**config.mk**
```make
export PLATFORM = sky130hd
export DESIGN_NAME = aik_cordic_cell
export DESIGN_NICKNAME = d
export VERILOG_FILES = /design/src/hdl/aik_pkg.sv /design/src/hdl/aik_cordic_cell.sv
export SDC_FILE = /design/constraint.sdc
export NUM_CORES = 1
export LEC_CHECK = 0
export BUFFER_PORTS_ARGS = -buffer_cell sky130_fd_sc_hd__buf_4
export CAP_MARGIN = 10
export CORE_ASPECT_RATIO = 1.25
export CORE_UTILIZATION = 57
export DETAILED_ROUTE_END_ITERATION = 10
export PLACE_DENSITY = 0.92
export SYNTH_ARGS = -nofsm -noshare
export SYNTH_HDL_FRONTEND = slang
export SYNTH_SLANG_ARGS = --single-unit
export TNS_END_PERCENT = 50
```
**constraint.sdc**
```tcl
create_clock -name clk -period 6 [get_ports clk]
set_input_delay 0.6 -clock clk [delete_from_list [all_inputs] [get_ports clk]]
set_output_delay 0.6 -clock clk [all_outputs]
set_load 0.02 [all_outputs]
```
**src/hdl/aik_pkg.sv**
```systemverilog
`default_nettype none
package aik_pkg;

  localparam int CORDIC_STAGES = 16;
  localparam int ATAN_ENTRIES  = 24;
  localparam int CD_CELLS      = (CORDIC_STAGES < ATAN_ENTRIES) ? CORDIC_STAGES : ATAN_ENTRIES;
  localparam int SQ_CELLS      = 16;
  localparam logic signed [23:0] HALF_PI_Q20 = 24'sd1647099;

  typedef enum logic [2:0] {
    REG_GOODS_OFF_X  = 3'd0,
    REG_GOODS_OFF_Y  = 3'd1,
    REG_GOODS_OFF_Z  = 3'd2,
    REG_LOCKER_OFF_X = 3'd3,
    REG_LOCKER_OFF_Z = 3'd4,
    REG_WHEEL_TO_Z   = 3'd5,
    REG_ECCENTRICITY = 3'd6,
    REG_LENGTH       = 3'd7
  } cfg_idx_t;

  typedef struct packed {
    logic signed [10:0] goods_off_x;
    logic signed [10:0] goods_off_y;
    logic signed [10:0] goods_off_z;
    logic signed [10:0] locker_off_x;
    logic signed [10:0] locker_off_z;
    logic signed [10:0] wheel_to_z_off;
    logic [9:0]         radial_eccentricity;
    logic [11:0]        radial_length;
  } cfg_t;

  typedef struct packed {
    logic               unreach;
    logic signed [12:0] wheel;
    logic signed [11:0] gz;
    logic signed [11:0] lz;
  } side_t;

  typedef struct packed {
    side_t       side;
    logic [31:0] v;
    logic [15:0] root;
    logic [16:0] rem;
  } sq_t;

  typedef struct packed {
    side_t              side;
    logic signed [25:0] x;
    logic signed [25:0] y;
    logic signed [22:0] z;
    logic [4:0]         idx;
    logic               zero;
    logic [14:0]        l16;
  } cd_t;

  function automatic logic [19:0] atan_q20(input logic [4:0] i);
    logic [19:0] r;
    case (i)
      5'd0:  r = 20'd823550;
      5'd1:  r = 20'd486170;
      5'd2:  r = 20'd256879;
      5'd3:  r = 20'd130396;
      5'd4:  r = 20'd65451;
      5'd5:  r = 20'd32757;
      5'd6:  r = 20'd16383;
      5'd7:  r = 20'd8192;
      5'd8:  r = 20'd4096;
      5'd9:  r = 20'd2048;
      5'd10: r = 20'd1024;
      5'd11: r = 20'd512;
      5'd12: r = 20'd256;
      5'd13: r = 20'd128;
      5'd14: r = 20'd64;
      5'd15: r = 20'd32;
      5'd16: r = 20'd16;
      5'd17: r = 20'd8;
      5'd18: r = 20'd4;
      5'd19: r = 20'd2;
      5'd20: r = 20'd1;
      default: r = 20'd0;
    endcase
    return r;
  endfunction

endpackage
`default_nettype wire

```
**src/hdl/aik_cordic_cell.sv**
```systemverilog
`default_nettype none
module aik_cordic_cell
  import aik_pkg::*;
(
  input  wire logic clk,
  input  wire logic rst_n,
  input  wire logic in_valid,
  output logic      in_ready,
  input  wire cd_t  in_data,
  output logic      out_valid,
  input  wire logic out_ready,
  output cd_t       out_data
);

  logic valid_r;
  cd_t  data_r, data_nxt;
  logic signed [25:0] dx, dy;
  logic signed [22:0] at;

  assign in_ready = !valid_r || out_ready;

  always_comb begin
    dx = in_data.y >>> in_data.idx;
    dy = in_data.x >>> in_data.idx;
    at = $signed({3'b000, atan_q20(in_data.idx)});
    data_nxt = in_data;
    data_nxt.idx = in_data.idx + 5'd1;
    if (in_data.y > 26'sd0) begin
      data_nxt.x = in_data.x + dx;
      data_nxt.y = in_data.y - dy;
      data_nxt.z = in_data.z + at;
    end else begin
      data_nxt.x = in_data.x - dx;
      data_nxt.y = in_data.y + dy;
      data_nxt.z = in_data.z - at;
    end
  end

  always_ff @(posedge clk) begin
    if (!rst_n) valid_r <= 1'b0;
    else if (in_ready) valid_r <= in_valid;
  end

  always_ff @(posedge clk) begin
    if (in_ready && in_valid) data_r <= data_nxt;
  end

  assign out_valid = valid_r;
  assign out_data  = data_r;

endmodule
`default_nettype wire

```
==> run summary <==
For this run, design rule violations remaining after detail routing come to 0. Buffers placed on the I/O ports in this run total 273. The number of rows created at floorplan was 60.

The logs give 0.0230 sq mm for the total die area and 73,600 um for the wire length of the first global-routing pass. In this run, post-CTS hold repair placed 0 buffers. Setup violations remaining at the end of the flow were counted as 0. Counting along the longest clock path gives a buffer depth of 2. Dividing the detail-routed wire length by the instance count gives 25.2 um. In the synthesized netlist the async set-or-reset flop fraction comes to 0%. STA classifies the critical path endpoint as a register. Utilization after layout: 77.6%.

Global routing used 43.1% of the available tracks across all layers. STA puts the critical path data required time at 6190 ps. The later pin in the worst-skew pair is clocked with a latency of 430 ps.

The largest driver fanout on the critical path came out at 25. The instance count of the mapped netlist is 1,283. Multiplexer cells account for 14.7% of the synthesized area. The top achievable clock speed is 0.175 GHz, and the average vias per placed instance is 6.71. The clock sink count is 135. The fraction of the cycle the final worst path needs came out at 95.1%. The combinational power share came out at 45.6%. The top-area cell type share of the netlist area came out at 31.5%. The via count of the first global-routing pass was 12,899. TritonCTS built the clock tree.

The flow ran to the end, and the final reports show no timing, DRC or antenna violations. Data arrival time of the worst path: 5890 ps. Among all flip-flop cells after synthesis, the most frequent one is edfxtp_1.

After synthesis, the cell types taking the most area are edfxtp_1 32%, mux4_2 9.2%, ha_1 8.3%. The first routing iteration left 1,738 violations. Setup repair after global routing left no endpoint under its margin. For this configuration, the core starts out at a cell density of 58.6%. Routability-driven placement finished with a final weighted congestion of 1.06. The synthesized netlist contains 84 unique library cells. The number of cells on the worst hold path was 1; the final worst clock skew was 12.6 ps. By area, the combinational part of the netlist is dominated by compound AO/OA/AOI/OAI gates. STA classifies the critical path startpoint as an input pin. CTS placed an instance of clkbuf_16 at the clock tree root. The share of total power dissipated in the clock network is 26.2%. The post-synthesis instance area is 0.0128 sq mm, and the worst reg-to-reg path cell count is 3.

The synthesized area per cell was 9.95 sq um; the final count of pins violating max slew was 0. For the sequential area share after synthesis, the log shows 31.7%. Detailed placement finished with a half-perimeter wire length of 38,200 um. Headroom to the max-slew limit came out at 22.5%. Subtracting the final worst setup slack from the clock period gives 5710 ps. The area growth from synthesis to layout is 32.4%. By count the netlist is led by 134 x edfxtp_1, 101 x a21oi_1, 97 x nand2_1, 97 x nor2_1, 85 x ha_1. Clock tree synthesis inserted a total of 17 buffers. After the last flow step, the layout net total stands at 1,913. The post-synthesis register bit count is 135, and the register clock-pin slew on the reported worst setup and hold paths is 80 ps. Biggest area consumer among synthesized cells: edfxtp_1.

The internal power consumption is 2850 uW, and the total of warnings raised by yosys is 0. The logs give 0.202 mV for the worst voltage drop across the vdd grid and 291 ps for the final setup slack of the worst path. Total I/O pin count: 274.

The most used standard cell by instance count after synthesis is edfxtp_1. The leakage component of the power is 0.00720 uW, and the slew at the pin closest to its max-slew limit is 1160 ps. The fraction of synthesized cell area in xor and xnor cells is 8.44%. The run gives 0 as the number of max-capacitance violations reported. In this run the horizontal extent of the chip is 136 um. The final hold violation count is 0.

The count of flip-flops with a built-in enable after synthesis was 134; the switching power as a share of total power was 37.8%. The setup slack after placement came out at -86.3 ps. Buffers added to address setup during post-CTS repair amount to 0. Summed over all nets, the switching power comes to 1730 uW. The maximum number of pins on one net before global-route repair was 70; the synthesized net count was 1,509. The first-pass iteration count of the detailed router was 9; the fraction of final layout cells sized beyond drive strength 1 was 34.5%. The number of antenna violations at the first check in global routing was 0; the core region area was 0.0218 sq mm.

The number of nets with antenna violations after detailed routing was 0. After Yosys synthesis, and, or, nand and nor cells account for 14.5% of the synthesized area. The synthesized netlist devotes 8.80% of its cell area to adder and majority cells. Across all layers, the routed design uses 13,295 vias.

Summed over all layers, the global routing overflow is 0. The compound-cell area share of the yosys netlist is 18.1%, and the vertical extent of the die is 169 um. Type of the worst setup path: input pin to register. In this run the number of H-tree levels came out at 4.

Sum of routed wire length over all layers: 49,800 um. The power per cell area is 271 mW/mm^2, and the part of the total power dissipated in sequential elements is 28.1%. The type of the tightest min-delay check is input pin to register.
-- power by group through the flow --
stage / Clock, uW / Sequential [uW] / Combinational (uW)
detailed placement: 0 / 1310 / 2020
finish: 1200 / 1290 / 2090
global route: 1220 / 1300 / 2210
global placement: 0 / 1300 / 1950
CTS: 1200 / 1290 / 2040
floorplan: 0 / 1480 / 1030
-- final timing paths --
check                from             to  slack, ps
min          in_data[111]  out_data[111]        340
max reg2reg     out_valid   out_data[29]       3740
min reg2reg     out_valid      out_valid        610
max           in_data[16]   out_data[95]        290
-- cell families (layout without fill, tap and decap cells) --
family	Yosys count	in the layout
AO/OA/AOI/OAI	349	349
XOR/XNOR	123	123
adder cells (fa/ha/maj)	88	88
buffers and inverters	106	523
flip-flops	135	135
multiplexers	114	114
other	0	1
AND/OR/NAND/NOR	368	368
-- metrics by stage --
| step | power (uW) | TNS [ps] | std cells | hold slack (ps) | area, sq um |
|---|---|---|---|---|---|
| 2_1_floorplan | 2520 | 0 | 1283 | 699 | 12800 |
| 4_1_cts | 4530 | 0 | 1979 | 332 | 16900 |
| 5_1_grt | 4730 | 0 | 1979 | 333 | 16900 |
| 6_report | 4580 | 0 | 1980 | 336 | 16900 |
| 3_5_place_dp | 3330 | -99.8 | 1947 | 606 | 16200 |
| 3_3_place_gp | 3250 | 0 | 1947 | 531 | 16200 |
-- placed cells by master, fill, tap and decap left out, drive strengths merged, types with 37 or more instances in the layout --
cell      n
nand3    37
xnor2    82
edfxtp  134
mux4     55
nor2     97
buf     448
o21ai    65
nand2    97
xor2     41
nor3     37
inv      51
ha       85
a21oi   101
-- critical path, stage by stage --
cell	delay (ps)
buf_4	260
buf_12	250
mux4_1	610
mux2_2	320
a211o_1	330
inv_1	110
ha_1	210
buf_4	130
inv_1	40
nor2_1	160
a21oi_1	110
xnor2_1	270
ha_1	320
a21o_1	200
a31o_2	240
a21oi_1	220
a21oi_1	230
o41ai_1	340
buf_4	200
o21a_1	150
o21ai_0	120
o41ai_1	330
xnor2_1	100
-- timing repair --
item / CTS / global route
resized for setup: 0 / 2
hold endpoints to repair: 0 / 0
setup endpoints to repair: 0 / 2
-- registers in the layout, summed over array words and instances, names as in the netlist --
register and flops:
out_data 134, out_valid 1
-- routing by layer --
| layer | vias up | GRT usage [%] | share of wire (%) |
|---|---|---|---|
| met1 | 6274 | 51.4 | 35 |
| met3 | 222 | 8.81 | 11 |
| li1 | 5719 | - | - |
| met2 | 1080 | 73.2 | 48 |
| met4 | 0 | 21.3 | 5.6 |
| met5 | - | 0 | 0 |
-- cell type report --
type | instances | area, sq um
Tap cell | 279 | 349
Inverter | 43 | 161
Sequential cell | 135 | 4040
Clock inverter | 15 | 224
Antenna cell | 1 | 2.50
Multi-Input combinational cell | 1042 | 8240
Fill cell | 1415 | 4870
Timing Repair Buffer | 448 | 3450
Clock buffer | 17 | 425
Power figures use the tool's default switching activity.
