===== src/hdl/aik_pkg.sv =====
`default_nettype none
package aik_pkg;

  localparam int CORDIC_STAGES = 16;
  localparam int ATAN_ENTRIES  = 24;
  localparam int CD_CELLS      = (CORDIC_STAGES < ATAN_ENTRIES) ? CORDIC_STAGES : ATAN_ENTRIES;
  localparam int SQ_CELLS      = 16;
  localparam logic signed [23:0] HALF_PI_Q20 = 24'sd1647099;

  typedef enum logic [2:0] {
    REG_GOODS_OFF_X  = 3'd0,
    REG_GOODS_OFF_Y  = 3'd1,
    REG_GOODS_OFF_Z  = 3'd2,
    REG_LOCKER_OFF_X = 3'd3,
    REG_LOCKER_OFF_Z = 3'd4,
    REG_WHEEL_TO_Z   = 3'd5,
    REG_ECCENTRICITY = 3'd6,
    REG_LENGTH       = 3'd7
  } cfg_idx_t;

  typedef struct packed {
    logic signed [10:0] goods_off_x;
    logic signed [10:0] goods_off_y;
    logic signed [10:0] goods_off_z;
    logic signed [10:0] locker_off_x;
    logic signed [10:0] locker_off_z;
    logic signed [10:0] wheel_to_z_off;
    logic [9:0]         radial_eccentricity;
    logic [11:0]        radial_length;
  } cfg_t;

  typedef struct packed {
    logic               unreach;
    logic signed [12:0] wheel;
    logic signed [11:0] gz;
    logic signed [11:0] lz;
  } side_t;

  typedef struct packed {
    side_t       side;
    logic [31:0] v;
    logic [15:0] root;
    logic [16:0] rem;
  } sq_t;

  typedef struct packed {
    side_t              side;
    logic signed [25:0] x;
    logic signed [25:0] y;
    logic signed [22:0] z;
    logic [4:0]         idx;
    logic               zero;
    logic [14:0]        l16;
  } cd_t;

  function automatic logic [19:0] atan_q20(input logic [4:0] i);
    logic [19:0] r;
    case (i)
      5'd0:  r = 20'd823550;
      5'd1:  r = 20'd486170;
      5'd2:  r = 20'd256879;
      5'd3:  r = 20'd130396;
      5'd4:  r = 20'd65451;
      5'd5:  r = 20'd32757;
      5'd6:  r = 20'd16383;
      5'd7:  r = 20'd8192;
      5'd8:  r = 20'd4096;
      5'd9:  r = 20'd2048;
      5'd10: r = 20'd1024;
      5'd11: r = 20'd512;
      5'd12: r = 20'd256;
      5'd13: r = 20'd128;
      5'd14: r = 20'd64;
      5'd15: r = 20'd32;
      5'd16: r = 20'd16;
      5'd17: r = 20'd8;
      5'd18: r = 20'd4;
      5'd19: r = 20'd2;
      5'd20: r = 20'd1;
      default: r = 20'd0;
    endcase
    return r;
  endfunction

endpackage
`default_nettype wire


===== src/hdl/aik_prep.sv =====
`default_nettype none
module aik_prep
  import aik_pkg::*;
(
  input  wire logic       clk,
  input  wire logic       rst_n,
  input  wire cfg_t       cfg,
  input  wire logic       in_valid,
  output logic            in_ready,
  input  wire logic [7:0] gx_raw,
  input  wire logic [7:0] gy_raw,
  input  wire logic [7:0] gz_raw,
  input  wire logic [7:0] lx_raw,
  input  wire logic [7:0] lz_raw,
  output logic            out_valid,
  input  wire logic       out_ready,
  output sq_t             out_data
);

  logic v1_r, v2_r, v3_r;
  logic rdy1, rdy2, rdy3;
  logic signed [11:0] gx_r, gy_r;
  side_t side1_r, side2_r;
  logic [21:0] gx2_r, gy2_r;
  logic [19:0] ee_r;
  sq_t data3_r;

  logic signed [11:0] gx_nxt, gy_nxt;
  side_t side1_nxt;
  logic signed [23:0] gx2_full, gy2_full;
  logic [19:0] ee_full;
  logic signed [23:0] rad;
  sq_t data3_nxt;

  assign rdy3     = !v3_r || out_ready;
  assign rdy2     = !v2_r || rdy3;
  assign rdy1     = !v1_r || rdy2;
  assign in_ready = rdy1;

  always_comb begin
    gx_nxt = $signed({4'b0000, gx_raw}) + {cfg.goods_off_x[10], cfg.goods_off_x};
    gy_nxt = $signed({4'b0000, gy_raw}) + {cfg.goods_off_y[10], cfg.goods_off_y};
    side1_nxt.unreach = 1'b0;
    side1_nxt.gz = $signed({4'b0000, gz_raw}) + {cfg.goods_off_z[10], cfg.goods_off_z};
    side1_nxt.lz = $signed({4'b0000, lz_raw}) + {cfg.locker_off_z[10], cfg.locker_off_z};
    side1_nxt.wheel = $signed({5'b00000, lx_raw})
                    + {{2{cfg.locker_off_x[10]}}, cfg.locker_off_x}
                    - {{2{cfg.wheel_to_z_off[10]}}, cfg.wheel_to_z_off};
  end

  assign gx2_full = 24'(gx_r) * 24'(gx_r);
  assign gy2_full = 24'(gy_r) * 24'(gy_r);
  assign ee_full  = 20'(cfg.radial_eccentricity) * 20'(cfg.radial_eccentricity);

  always_comb begin
    rad = $signed({2'b00, gx2_r}) + $signed({2'b00, gy2_r}) - $signed({4'b0000, ee_r});
    data3_nxt.side = side2_r;
    data3_nxt.side.unreach = rad[23];
    data3_nxt.v = rad[23] ? 32'd0 : {rad[21:0], 10'd0};
    data3_nxt.root = '0;
    data3_nxt.rem = '0;
  end

  always_ff @(posedge clk) begin
    if (!rst_n) begin
      v1_r <= 1'b0;
      v2_r <= 1'b0;
      v3_r <= 1'b0;
    end else begin
      if (rdy1) v1_r <= in_valid;
      if (rdy2) v2_r <= v1_r;
      if (rdy3) v3_r <= v2_r;
    end
  end

  always_ff @(posedge clk) begin
    if (rdy1 && in_valid) begin
      gx_r    <= gx_nxt;
      gy_r    <= gy_nxt;
      side1_r <= side1_nxt;
    end
    if (rdy2 && v1_r) begin
      gx2_r   <= gx2_full[21:0];
      gy2_r   <= gy2_full[21:0];
      ee_r    <= ee_full;
      side2_r <= side1_r;
    end
    if (rdy3 && v2_r) data3_r <= data3_nxt;
  end

  assign out_valid = v3_r;
  assign out_data  = data3_r;

endmodule
`default_nettype wire


===== config.mk =====
export PLATFORM = sky130hd
export DESIGN_NAME = aik_prep
export DESIGN_NICKNAME = d
export VERILOG_FILES = /design/src/hdl/aik_pkg.sv /design/src/hdl/aik_prep.sv
export SDC_FILE = /design/constraint.sdc
export NUM_CORES = 1
export LEC_CHECK = 0
export CORE_UTILIZATION = 30
export DETAILED_ROUTE_END_ITERATION = 8
export DONT_BUFFER_PORTS = 1
export GPL_TIMING_DRIVEN = 0
export HOLD_SLACK_MARGIN = 0.15
export PLACE_DENSITY = 0.47
export SLEW_MARGIN = 20
export SYNTH_ARGS = -nofsm -noshare
export SYNTH_HDL_FRONTEND = slang
export SYNTH_SLANG_ARGS = --single-unit

===== constraint.sdc =====
create_clock -name clk -period 10.6 [get_ports clk]
set_input_delay 0.53 -clock clk [delete_from_list [all_inputs] [get_ports clk]]
set_output_delay 0.53 -clock clk [all_outputs]
set_load 0.01 [all_outputs]

==> reports/qor.txt <==
Worst clock skew - 0.0683 ns
Largest family of logic cells by synthesized area - adder cells
Global Route Usage Sum - 0.127
Run status - finished clean
Layout Nets - 2966
FMAX - 158 MHz
Initial antenna violation count - 0
WHS Path Cells - 1
Post-route cell area - 25900 µm²
Compound-Gate Fraction of Synth Area - 0.0674
Fraction of registers with async set/reset - 0
Antenna fix cells - 0
Max-slew headroom at the worst pin - 0.509
Top cell type's share of synthesized area - 0.286
CP max FO - 11
Post-synthesis mux area share - 0.00267
WL/cell - 14.5 µm
Final Critical Period - 6.34 ns
Placed cell area - 24700 µm²
CTS root buf - clkbuf_16
Largest net degree at the start of global routing - 24
Post-synthesis adder-cell area fraction - 0.387
Worst Path Required - 10.94 ns
Sequential-to-total area share from yosys stat - 0.289
Synth Area in XOR/XNOR - 0.0484
R2r worst-path depth - 19
TritonCTS clock tree - built
Worst min path class - in2reg
GPL Wtd Cong - 0.824
Cell row count - 101
Max-cap violations - 0
Kind of critical path - reg2reg
Placed cell count - 3230
IO Count - 237
Clk Latency, worst-skew pair - 0.60 ns
Num CTS Buffers - 28
Core area - 75800 µm²
CP max stage delay - 0.58 ns
Synthesized instance count - 2197
Iteration-0 DRC Markers - 540
Synth Area per Inst - 10.5 µm²
Final std cells w/o fill - 3302
Final ANT Viol Nets - 0
Synthesized cell area - 23000 µm²
Post-synthesis simple-gate area fraction - 0.0925
DIE HEIGHT - 279 µm
RSZ-0062 raised after global routing - false
WP buf/inv - 5
First-pass GRT wire length - 78500 µm
Die area - 77700 µm²
Critical-path cell list - inv_1 > clkbuf_1 > nor2_1 > fa_1 > fa_1 > fa_1 > fa_1 > inv_1 > fa_1 > inv_1 > ha_1 > a21o_1 > a21o_1 > a21oi_1 > o21ai_0 > inv_1 > o31ai_1 > o41a_1 > xor2_1
IO Port Bufs - 0
GR Overflow Total - 0
Worst-Margin Slew - 0.735 ns
Crit share post-route - 0.598
Residual DRC - 0
Final Hold Fails - 0
H-tree Lvls - 1
Clock sinks - 222
P&R area growth vs syn - 12.6%
Post-CTS Hold Buffers - 21
Cell taking the most area after synthesis - edfxtp_1
Via Count - 14448
Delay-heaviest family, CP - adder cells
Setup bufs post-CTS - 0
CP most frequent cell - fa_1
Maximum clock insertion buffer count - 3
DP HPWL - 40700 µm
Worst path depth - 19
Top_reg_cell synth - edfxtp_1
Vias in the first global route - 15239
Effective utilization at floorplan - 0.303
Die width - 279 µm
Top cells by area, synth - edfxtp_1, fa_1, ha_1
Routed WL - 47900 µm
CP Launch Type - flop
Synth Register Bits - 222
Layout cells sized above 1 - 0.0607
Worst path slowest cell - edfxtp_1
Vias per inst - 4.38
Post-CTS Resized - 0
Synth cell types - 71
Critical Path AT - 6.68 ns
Syn. warnings - 0
Drt pass-1 iters - 5
Post-synth EDFFs - 219
Setup Viol. Count Final - 0
Setup crit end kind - flop
Clock transition at the registers of the reported paths - 0.06 ns
Max Slew Vio Count - 0
[worst register-to-register path: stages, from the launching register on]
cell and delay [ns]:
edfxtp_1 0.58, inv_1 0.22, clkbuf_1 0.48, nor2_1 0.14, fa_1 0.53, fa_1 0.52, fa_1 0.53, fa_1 0.54
inv_1 0.05, fa_1 0.53, inv_1 0.04, ha_1 0.34, a21o_1 0.19, a21o_1 0.17, a21oi_1 0.24, o21ai_0 0.26
inv_1 0.11, o31ai_1 0.10, o41a_1 0.35, xor2_1 0.15
[cell usage in the layout, fill, tap and decap left out, types with 7 or more instances in the layout]
| cell type | instances |
|---|---|
| and3_1 | 11 |
| ha_1 | 231 |
| dlygate4sd3_1 | 21 |
| o31ai_1 | 10 |
| and2_1 | 78 |
| a21oi_1 | 66 |
| or2_2 | 8 |
| nand2_1 | 124 |
| buf_4 | 43 |
| clkbuf_1 | 35 |
| conb_1 | 44 |
| edfxtp_1 | 219 |
| xnor2_1 | 100 |
| o211ai_1 | 7 |
| xor2_1 | 27 |
| or3_1 | 8 |
| fa_1 | 300 |
| a21o_1 | 15 |
| nor2b_1 | 18 |
| inv_1 | 567 |
| nand3_1 | 16 |
| a21boi_0 | 17 |
| nor3_1 | 17 |
| buf_16 | 10 |
| clkbuf_16 | 28 |
| nor2_1 | 133 |
| o21ai_0 | 42 |
| nand2b_1 | 13 |
| o21a_1 | 19 |
[cell families after synthesis]
family | count (synthesis)
compound gates | 225
xor+xnor | 127
fa+ha+maj | 531
buf+inv | 643
flops | 222
mux | 6
other cells | 1
simple gates | 442
[sequential cells by signal, summed over array words and instances (netlist names)]
name	flops
out_data	60
side1_r	37
gx2_r	21
data3_nxt	37
out_valid	1
gx_r	12
gy2_r	21
ee_r	19
v2_r	1
v1_r	1
gy_r	12
[per-stage QoR]
stage | setup TNS, ns | worst slack (ns) | hold slack, ns | utilization
3_3_place_gp | -192.10 | -1.98 | 0.401 | 0.321
2_1_floorplan | 0 | 2.17 | 0.400 | -
4_1_cts | 0 | 4.27 | 0.151 | 0.341
3_5_place_dp | 0 | 4.27 | 0.405 | 0.326
5_1_grt | 0 | 3.93 | 0.157 | 0.341
6_report | 0 | 4.26 | 0.173 | 0.341
[final timing paths]
| check | start | end | slack (ns) |
|---|---|---|---|
| setup / recovery | gy_r[11]$_DFFE_PP_ | gy2_r[20]$_DFFE_PP_ | 4.26 |
| hold reg to reg | data3_nxt[76]$_DFFE_PP_ | out_data[76]$_DFFE_PP_ | 0.42 |
| setup reg to reg | gy_r[11]$_DFFE_PP_ | gy2_r[20]$_DFFE_PP_ | 4.26 |
| hold / removal | cfg[66] | gy_r[0]$_DFFE_PP_ | 0.17 |
[routing by layer]
layer,track usage,share of wire
met1,0.157,0.43
met2,0.221,0.48
met3,0.0387,0.076
met4,0.0165,0.012
met5,0,0
[layout make-up]
cell class,count,area (µm²)
multi-input combinational,1375,13900
buffer,76,462
sequential,222,6640
tap,978,1220
fill,7720,50000
timing repair buffer,33,520
clock inverter,19,244
clock buffer,32,716
inverter,567,2130
[synthesized netlist by cell type (all sizes together) (4+ instances only)]
cell	number
inv	567
fa	300
ha	231
edfxtp	219
nor2	133
nand2	124
xnor2	100
and2	80
a21oi	68
buf	45
o21ai	44
clkbuf	31
xor2	27
a21boi	20
nor2b	19
nor3	19
o21a	19
nand3	17
a21o	15
nand2b	14
and3	11
o31ai	11
or3	9
or2	8
o211ai	7
a31oi	5
mux2i	5
o21bai	5
a211oi	4
a31o	4
o221a	4
Power is left out: the tool's default activity adds up to more than one toggle a clock period on the data nets, which glitch-free logic cannot reach.
