$ cat config.mk
export PLATFORM = sky130hd
export DESIGN_NAME = aik_sqrt_cell
export DESIGN_NICKNAME = d
export VERILOG_FILES = /design/src/hdl/aik_pkg.sv /design/src/hdl/aik_sqrt_cell.sv
export SDC_FILE = /design/constraint.sdc
export NUM_CORES = 1
export LEC_CHECK = 0
export BUFFER_PORTS_ARGS = -buffer_cell sky130_fd_sc_hd__buf_4
export CAP_MARGIN = 20
export CORE_MARGIN = 1.5
export CORE_UTILIZATION = 49
export DETAILED_ROUTE_END_ITERATION = 6
export GPL_ROUTABILITY_DRIVEN = 0
export PLACE_DENSITY = 0.94
export SYNTH_ARGS = -nofsm -noshare
export SYNTH_HDL_FRONTEND = slang
export SYNTH_SLANG_ARGS = --single-unit
$ cat constraint.sdc
create_clock -name clk -period 5.02 [get_ports clk]
set_input_delay 0.502 -clock clk [delete_from_list [all_inputs] [get_ports clk]]
set_output_delay 0.502 -clock clk [all_outputs]
set_load 0.005 [all_outputs]
$ cat src/hdl/aik_pkg.sv
`default_nettype none
package aik_pkg;

  localparam int CORDIC_STAGES = 16;
  localparam int ATAN_ENTRIES  = 24;
  localparam int CD_CELLS      = (CORDIC_STAGES < ATAN_ENTRIES) ? CORDIC_STAGES : ATAN_ENTRIES;
  localparam int SQ_CELLS      = 16;
  localparam logic signed [23:0] HALF_PI_Q20 = 24'sd1647099;

  typedef enum logic [2:0] {
    REG_GOODS_OFF_X  = 3'd0,
    REG_GOODS_OFF_Y  = 3'd1,
    REG_GOODS_OFF_Z  = 3'd2,
    REG_LOCKER_OFF_X = 3'd3,
    REG_LOCKER_OFF_Z = 3'd4,
    REG_WHEEL_TO_Z   = 3'd5,
    REG_ECCENTRICITY = 3'd6,
    REG_LENGTH       = 3'd7
  } cfg_idx_t;

  typedef struct packed {
    logic signed [10:0] goods_off_x;
    logic signed [10:0] goods_off_y;
    logic signed [10:0] goods_off_z;
    logic signed [10:0] locker_off_x;
    logic signed [10:0] locker_off_z;
    logic signed [10:0] wheel_to_z_off;
    logic [9:0]         radial_eccentricity;
    logic [11:0]        radial_length;
  } cfg_t;

  typedef struct packed {
    logic               unreach;
    logic signed [12:0] wheel;
    logic signed [11:0] gz;
    logic signed [11:0] lz;
  } side_t;

  typedef struct packed {
    side_t       side;
    logic [31:0] v;
    logic [15:0] root;
    logic [16:0] rem;
  } sq_t;

  typedef struct packed {
    side_t              side;
    logic signed [25:0] x;
    logic signed [25:0] y;
    logic signed [22:0] z;
    logic [4:0]         idx;
    logic               zero;
    logic [14:0]        l16;
  } cd_t;

  function automatic logic [19:0] atan_q20(input logic [4:0] i);
    logic [19:0] r;
    case (i)
      5'd0:  r = 20'd823550;
      5'd1:  r = 20'd486170;
      5'd2:  r = 20'd256879;
      5'd3:  r = 20'd130396;
      5'd4:  r = 20'd65451;
      5'd5:  r = 20'd32757;
      5'd6:  r = 20'd16383;
      5'd7:  r = 20'd8192;
      5'd8:  r = 20'd4096;
      5'd9:  r = 20'd2048;
      5'd10: r = 20'd1024;
      5'd11: r = 20'd512;
      5'd12: r = 20'd256;
      5'd13: r = 20'd128;
      5'd14: r = 20'd64;
      5'd15: r = 20'd32;
      5'd16: r = 20'd16;
      5'd17: r = 20'd8;
      5'd18: r = 20'd4;
      5'd19: r = 20'd2;
      5'd20: r = 20'd1;
      default: r = 20'd0;
    endcase
    return r;
  endfunction

endpackage
`default_nettype wire

$ cat src/hdl/aik_sqrt_cell.sv
`default_nettype none
module aik_sqrt_cell
  import aik_pkg::*;
(
  input  wire logic clk,
  input  wire logic rst_n,
  input  wire logic in_valid,
  output logic      in_ready,
  input  wire sq_t  in_data,
  output logic      out_valid,
  input  wire logic out_ready,
  output sq_t       out_data
);

  logic valid_r;
  sq_t  data_r, data_nxt;
  logic [18:0] acc;
  logic [17:0] trial;

  assign in_ready = !valid_r || out_ready;

  // one root bit per cell, restoring
  always_comb begin
    acc = {in_data.rem, in_data.v[31:30]};
    trial = {in_data.root, 2'b01};
    data_nxt = in_data;
    data_nxt.v = {in_data.v[29:0], 2'b00};
    if (acc >= {1'b0, trial}) begin
      data_nxt.rem  = 17'(acc - {1'b0, trial});
      data_nxt.root = {in_data.root[14:0], 1'b1};
    end else begin
      data_nxt.rem  = acc[16:0];
      data_nxt.root = {in_data.root[14:0], 1'b0};
    end
  end

  always_ff @(posedge clk) begin
    if (!rst_n) valid_r <= 1'b0;
    else if (in_ready) valid_r <= in_valid;
  end

  always_ff @(posedge clk) begin
    if (in_ready && in_valid) data_r <= data_nxt;
  end

  assign out_valid = valid_r;
  assign out_data  = data_r;

endmodule
`default_nettype wire

==> impl_metrics.prom <==
# TYPE chip_impl_metric gauge
chip_impl_info{name="status",value="finished, final reports clean"} 1
chip_impl_info{name="netlist_top_cells_count",value="sky130_fd_sc_hd__edfxtp_1, sky130_fd_sc_hd__inv_1, sky130_fd_sc_hd__ha_1"} 1
chip_impl_metric{name="timing.final.setup_violations",unit=""} 0
chip_impl_metric{name="max_vdd_drop",unit="V"} 0.000153
chip_impl_metric{name="worstPathRequired",unit="ns"} 5.12
chip_impl_metric{name="drtPass1Iterations",unit=""} 4
chip_impl_metric{name="yosysWarningCount",unit=""} 0
chip_impl_info{name="synth_largest_area_cell",value="sky130_fd_sc_hd__edfxtp_1"} 1
chip_impl_metric{name="slew_viol_final",unit=""} 0
chip_impl_metric{name="routed_wl",unit="µm"} 12200
chip_impl_metric{name="met3_layer_wire_length_in_the_routed_design",unit="µm"} 1070
chip_impl_metric{name="hold_buffer_count_at_cts",unit=""} 0
chip_impl_metric{name="routed-wl-met2",unit="µm"} 6410
chip_impl_metric{name="cp.arrival",unit="ns"} 2.60
chip_impl_metric{name="combinationalPowerShare",unit="%"} 18.4
chip_impl_metric{name="detail_route.vias_per_cell",unit=""} 5.22
chip_impl_metric{name="report.final.hold_viol_count",unit=""} 0
chip_impl_metric{name="skew",unit="ns"} 0.0114
chip_impl_info{name="setup_crit_end_kind",value="flip-flop"} 1
chip_impl_info{name="path_cells",value="buf_4, ha_1, or3_1, or4_4, nand2_4, o21ai_2, a21oi_4, inv_4, mux2_1"} 1
chip_impl_metric{name="first_global_vias",unit=""} 3003
chip_impl_info{name="setup.worst_path.start_class",value="primary input"} 1
chip_impl_metric{name="share_seq_of_total_power",unit="%"} 54.1
chip_impl_metric{name="tritoncts.num_buffers",unit=""} 9
chip_impl_info{name="holdCritStartpoint",value="in_data[102]"} 1
chip_impl_metric{name="post_layout_nets",unit=""} 607
chip_impl_info{name="timing.critical_path.max_delay_family",value="simple AND/OR/NAND/NOR gates"} 1
chip_impl_metric{name="worst_path_largest_cell_delay",unit="ns"} 0.46
chip_impl_metric{name="die_h",unit="µm"} 95.9
chip_impl_metric{name="power.share.clock",unit="%"} 27.4
chip_impl_metric{name="core",unit="µm²"} 8300
chip_impl_info{name="synth_flop_cell",value="sky130_fd_sc_hd__edfxtp_1"} 1
chip_impl_metric{name="floorplan.io_pins",unit=""} 212
chip_impl_metric{name="postCtsSetupBuffers",unit=""} 0
chip_impl_metric{name="max_clock_freq",unit="GHz"} 0.400
chip_impl_metric{name="rows",unit=""} 33
chip_impl_metric{name="setup_slack",unit="ns"} 2.52
chip_impl_metric{name="power.leakage",unit="nW"} 2.65
chip_impl_metric{name="timing.setup.tns",unit="ns"} 0
chip_impl_info{name="timing.critical_path.from",value="in_data[2]"} 1
chip_impl_metric{name="synth_largest_type_area_fraction",unit="%"} 71.7
chip_impl_metric{name="post_route_cells_drive_above_1_share",unit="%"} 48.5
chip_impl_info{name="hold_path_class",value="primary input to flip-flop"} 1
chip_impl_metric{name="number_of_buffers_added_on_ports",unit=""} 209
chip_impl_metric{name="clock_tree.htree_level_count",unit=""} 3
chip_impl_metric{name="synth_cell_type_count",unit=""} 45
chip_impl_metric{name="antenna_cells_inserted",unit=""} 0
chip_impl_metric{name="synth-seq-area-share",unit="%"} 72.2
chip_impl_info{name="critical_path_class",value="primary input to flip-flop"} 1
chip_impl_metric{name="synth.avg_cell_area",unit="µm²"} 16.0
chip_impl_metric{name="post_cts_resized",unit=""} 0
chip_impl_metric{name="global_route.usage.total",unit="%"} 26.2
chip_impl_metric{name="p_per_area",unit="nW/µm²"} 312
chip_impl_info{name="clk_root_buffer_cell",value="sky130_fd_sc_hd__clkbuf_8"} 1
chip_impl_info{name="top_post_synthesis_cells_by_area",value="sky130_fd_sc_hd__edfxtp_1, sky130_fd_sc_hd__ha_1, sky130_fd_sc_hd__inv_1"} 1
chip_impl_metric{name="detailroute.via_count",unit=""} 3088
chip_impl_metric{name="clock_insertion_delay_worst_skew",unit="ns"} 0.35
chip_impl_metric{name="area_growth",unit="%"} 44.5
chip_impl_info{name="dr.max_layer_used",value="met4"} 1
chip_impl_metric{name="synthesis.instances",unit=""} 264
chip_impl_metric{name="initial_antenna_violation_count",unit=""} 0
chip_impl_info{name="critical-path-slowest-cell",value="sky130_fd_sc_hd__or4_4"} 1
chip_impl_metric{name="ant_nets_after_route",unit=""} 0
chip_impl_metric{name="cts.clk_slew.worst_paths",unit="ns"} 0.10
chip_impl_metric{name="ys_ff_latch",unit=""} 102
chip_impl_metric{name="dp_worst_setup_slack",unit="ns"} 2.15
chip_impl_metric{name="finalCriticalPeriod",unit="ns"} 2.50
chip_impl_metric{name="finalCoreUtilization",unit="%"} 73.6
chip_impl_metric{name="cts_max_path_buffers",unit=""} 2
chip_impl_info{name="launch_instance_of_the_worst_register_to_register_path",value="out_valid"} 1
chip_impl_metric{name="worst-slew-pin-transition",unit="ns"} 0.967
chip_impl_metric{name="grt_pass1_wl",unit="µm"} 17000
chip_impl_metric{name="route.detailed.wl_per_inst",unit="µm"} 20.6
chip_impl_metric{name="synthesis.area",unit="µm²"} 4230
chip_impl_metric{name="drcViolationCount",unit=""} 0
chip_impl_metric{name="timing.max_cap.violations",unit=""} 0
chip_impl_metric{name="switch_pwr",unit="mW"} 0.463
chip_impl_metric{name="drt-initial-drc-count",unit=""} 164
chip_impl_metric{name="crit_fanout",unit=""} 16
chip_impl_metric{name="asyncSetResetFlopFracSynth",unit="%"} 0
chip_impl_metric{name="dieWidth",unit="µm"} 95.9
chip_impl_metric{name="grt_start_max_net_pins",unit=""} 73
chip_impl_metric{name="clk_sink_count",unit=""} 102
chip_impl_metric{name="power.internal",unit="mW"} 1.44
chip_impl_info{name="tritoncts",value="done"} 1
chip_impl_metric{name="routed_metal_1_wire_length",unit="µm"} 4370
chip_impl_metric{name="floorplan.initialDensity",unit="%"} 51.0
chip_impl_metric{name="final.period_utilization",unit="%"} 49.8
chip_impl_metric{name="slew_headroom",unit="%"} 35.5
chip_impl_metric{name="grt_overflow_total",unit=""} 0
chip_impl_metric{name="path_buf_inv",unit=""} 2
chip_impl_metric{name="detailedPlacementHpwl",unit="µm"} 9400
chip_impl_metric{name="synth-edff-count",unit=""} 101
chip_impl_info{name="cell_with_the_most_instances_after_synthesis",value="sky130_fd_sc_hd__edfxtp_1"} 1
chip_impl_info{name="grt_setup_unrepaired",value="no"} 1
chip_impl_metric{name="die_area",unit="µm²"} 9200
chip_impl_metric{name="power.switching_fraction",unit="%"} 24.3
==> cells in the final DEF (no fill, tap or decap), drive strengths merged, types with 2 or more instances in the layout <==
cell,count
ha,18
inv,28
a21oi,15
nor2,4
clkbuf,11
mux2,12
nand3,5
a211oi,3
o21a,4
edfxtp,101
o21bai,2
or3,5
a21boi,2
nand2,12
nand2b,4
xnor2,10
xor2,4
o21ai,11
a31o,2
o211ai,3
conb,2
buf,210
==> cell type report <==
class	count	area [µm²]
clock inverters	5	66.3
fillers	530	2190
flip-flops and latches	102	3050
inverters	26	100
well taps	105	131
clock buffers	11	131
multi-input cells	133	1050
repair buffers	210	1580
==> layer usage <==
| layer | track usage [%] | vias up |
|---|---|---|
| li1 | - | 1422 |
| met1 | 28.0 | 1474 |
| met2 | 47.1 | 165 |
| met3 | 8.69 | 27 |
| met4 | 10.7 | 0 |
| met5 | 0 | - |
==> power groups by stage <==
stage	logic [mW]	clock network, mW	registers, mW
after floorplan	0.148	0	1.06
after global placement	0.337	0	1.05
after detailed placement	0.349	0	1.05
after CTS	0.352	0.530	1.03
after global routing	0.379	0.572	1.04
final	0.351	0.522	1.03
==> worst register-to-register path, cell delays in order (launching register included) <==
cell	delay, ns
sky130_fd_sc_hd__dfxtp_1	0.33
sky130_fd_sc_hd__nand2b_1	0.12
sky130_fd_sc_hd__and2_4	0.76
sky130_fd_sc_hd__buf_4	0.59
==> state kept, by name, summed over array words and instances, names as in the netlist <==
signal     cells
out_data     101
out_valid      1
==> kinds of logic (layout without fill, tap and decap cells) <==
| kind of cell | count (synthesis) | in the layout | share of synthesized area, % |
|---|---|---|---|
| AO/OA/AOI/OAI | 50 | 50 | 7.90 |
| XOR/XNOR | 14 | 14 | 2.90 |
| adder cells (fa/ha/maj) | 18 | 18 | 5.32 |
| buffers and inverters | 30 | 252 | 3.08 |
| flip-flops | 102 | 102 | 72.2 |
| multiplexers | 13 | 13 | 3.96 |
| other | 1 | 2 | 0.0886 |
| AND/OR/NAND/NOR | 36 | 36 | 4.58 |
==> path summary, 6_finish.rpt <==
check	end	depth (start not counted)	slack, ns
worst max-delay path	out_data[7]	9	2.52
worst min-delay path	out_data[102]	1	0.32
worst max register to register	out_data[83]	3	2.87
worst min register to register	out_valid	2	0.59
==> per-stage QoR <==
| step | total power, mW | hold WS [ns] | instance area (µm²) | cells |
|---|---|---|---|---|
| after floorplan | 1.21 | 0.537 | 4230 | 265 |
| after global placement | 1.38 | 0.524 | 5910 | 576 |
| final | 1.90 | 0.316 | 6110 | 592 |
| after global routing | 1.99 | 0.283 | 6110 | 592 |
| after CTS | 1.91 | 0.299 | 6110 | 592 |
| after detailed placement | 1.40 | 0.562 | 5910 | 576 |
Power figures use the tool's default switching activity.
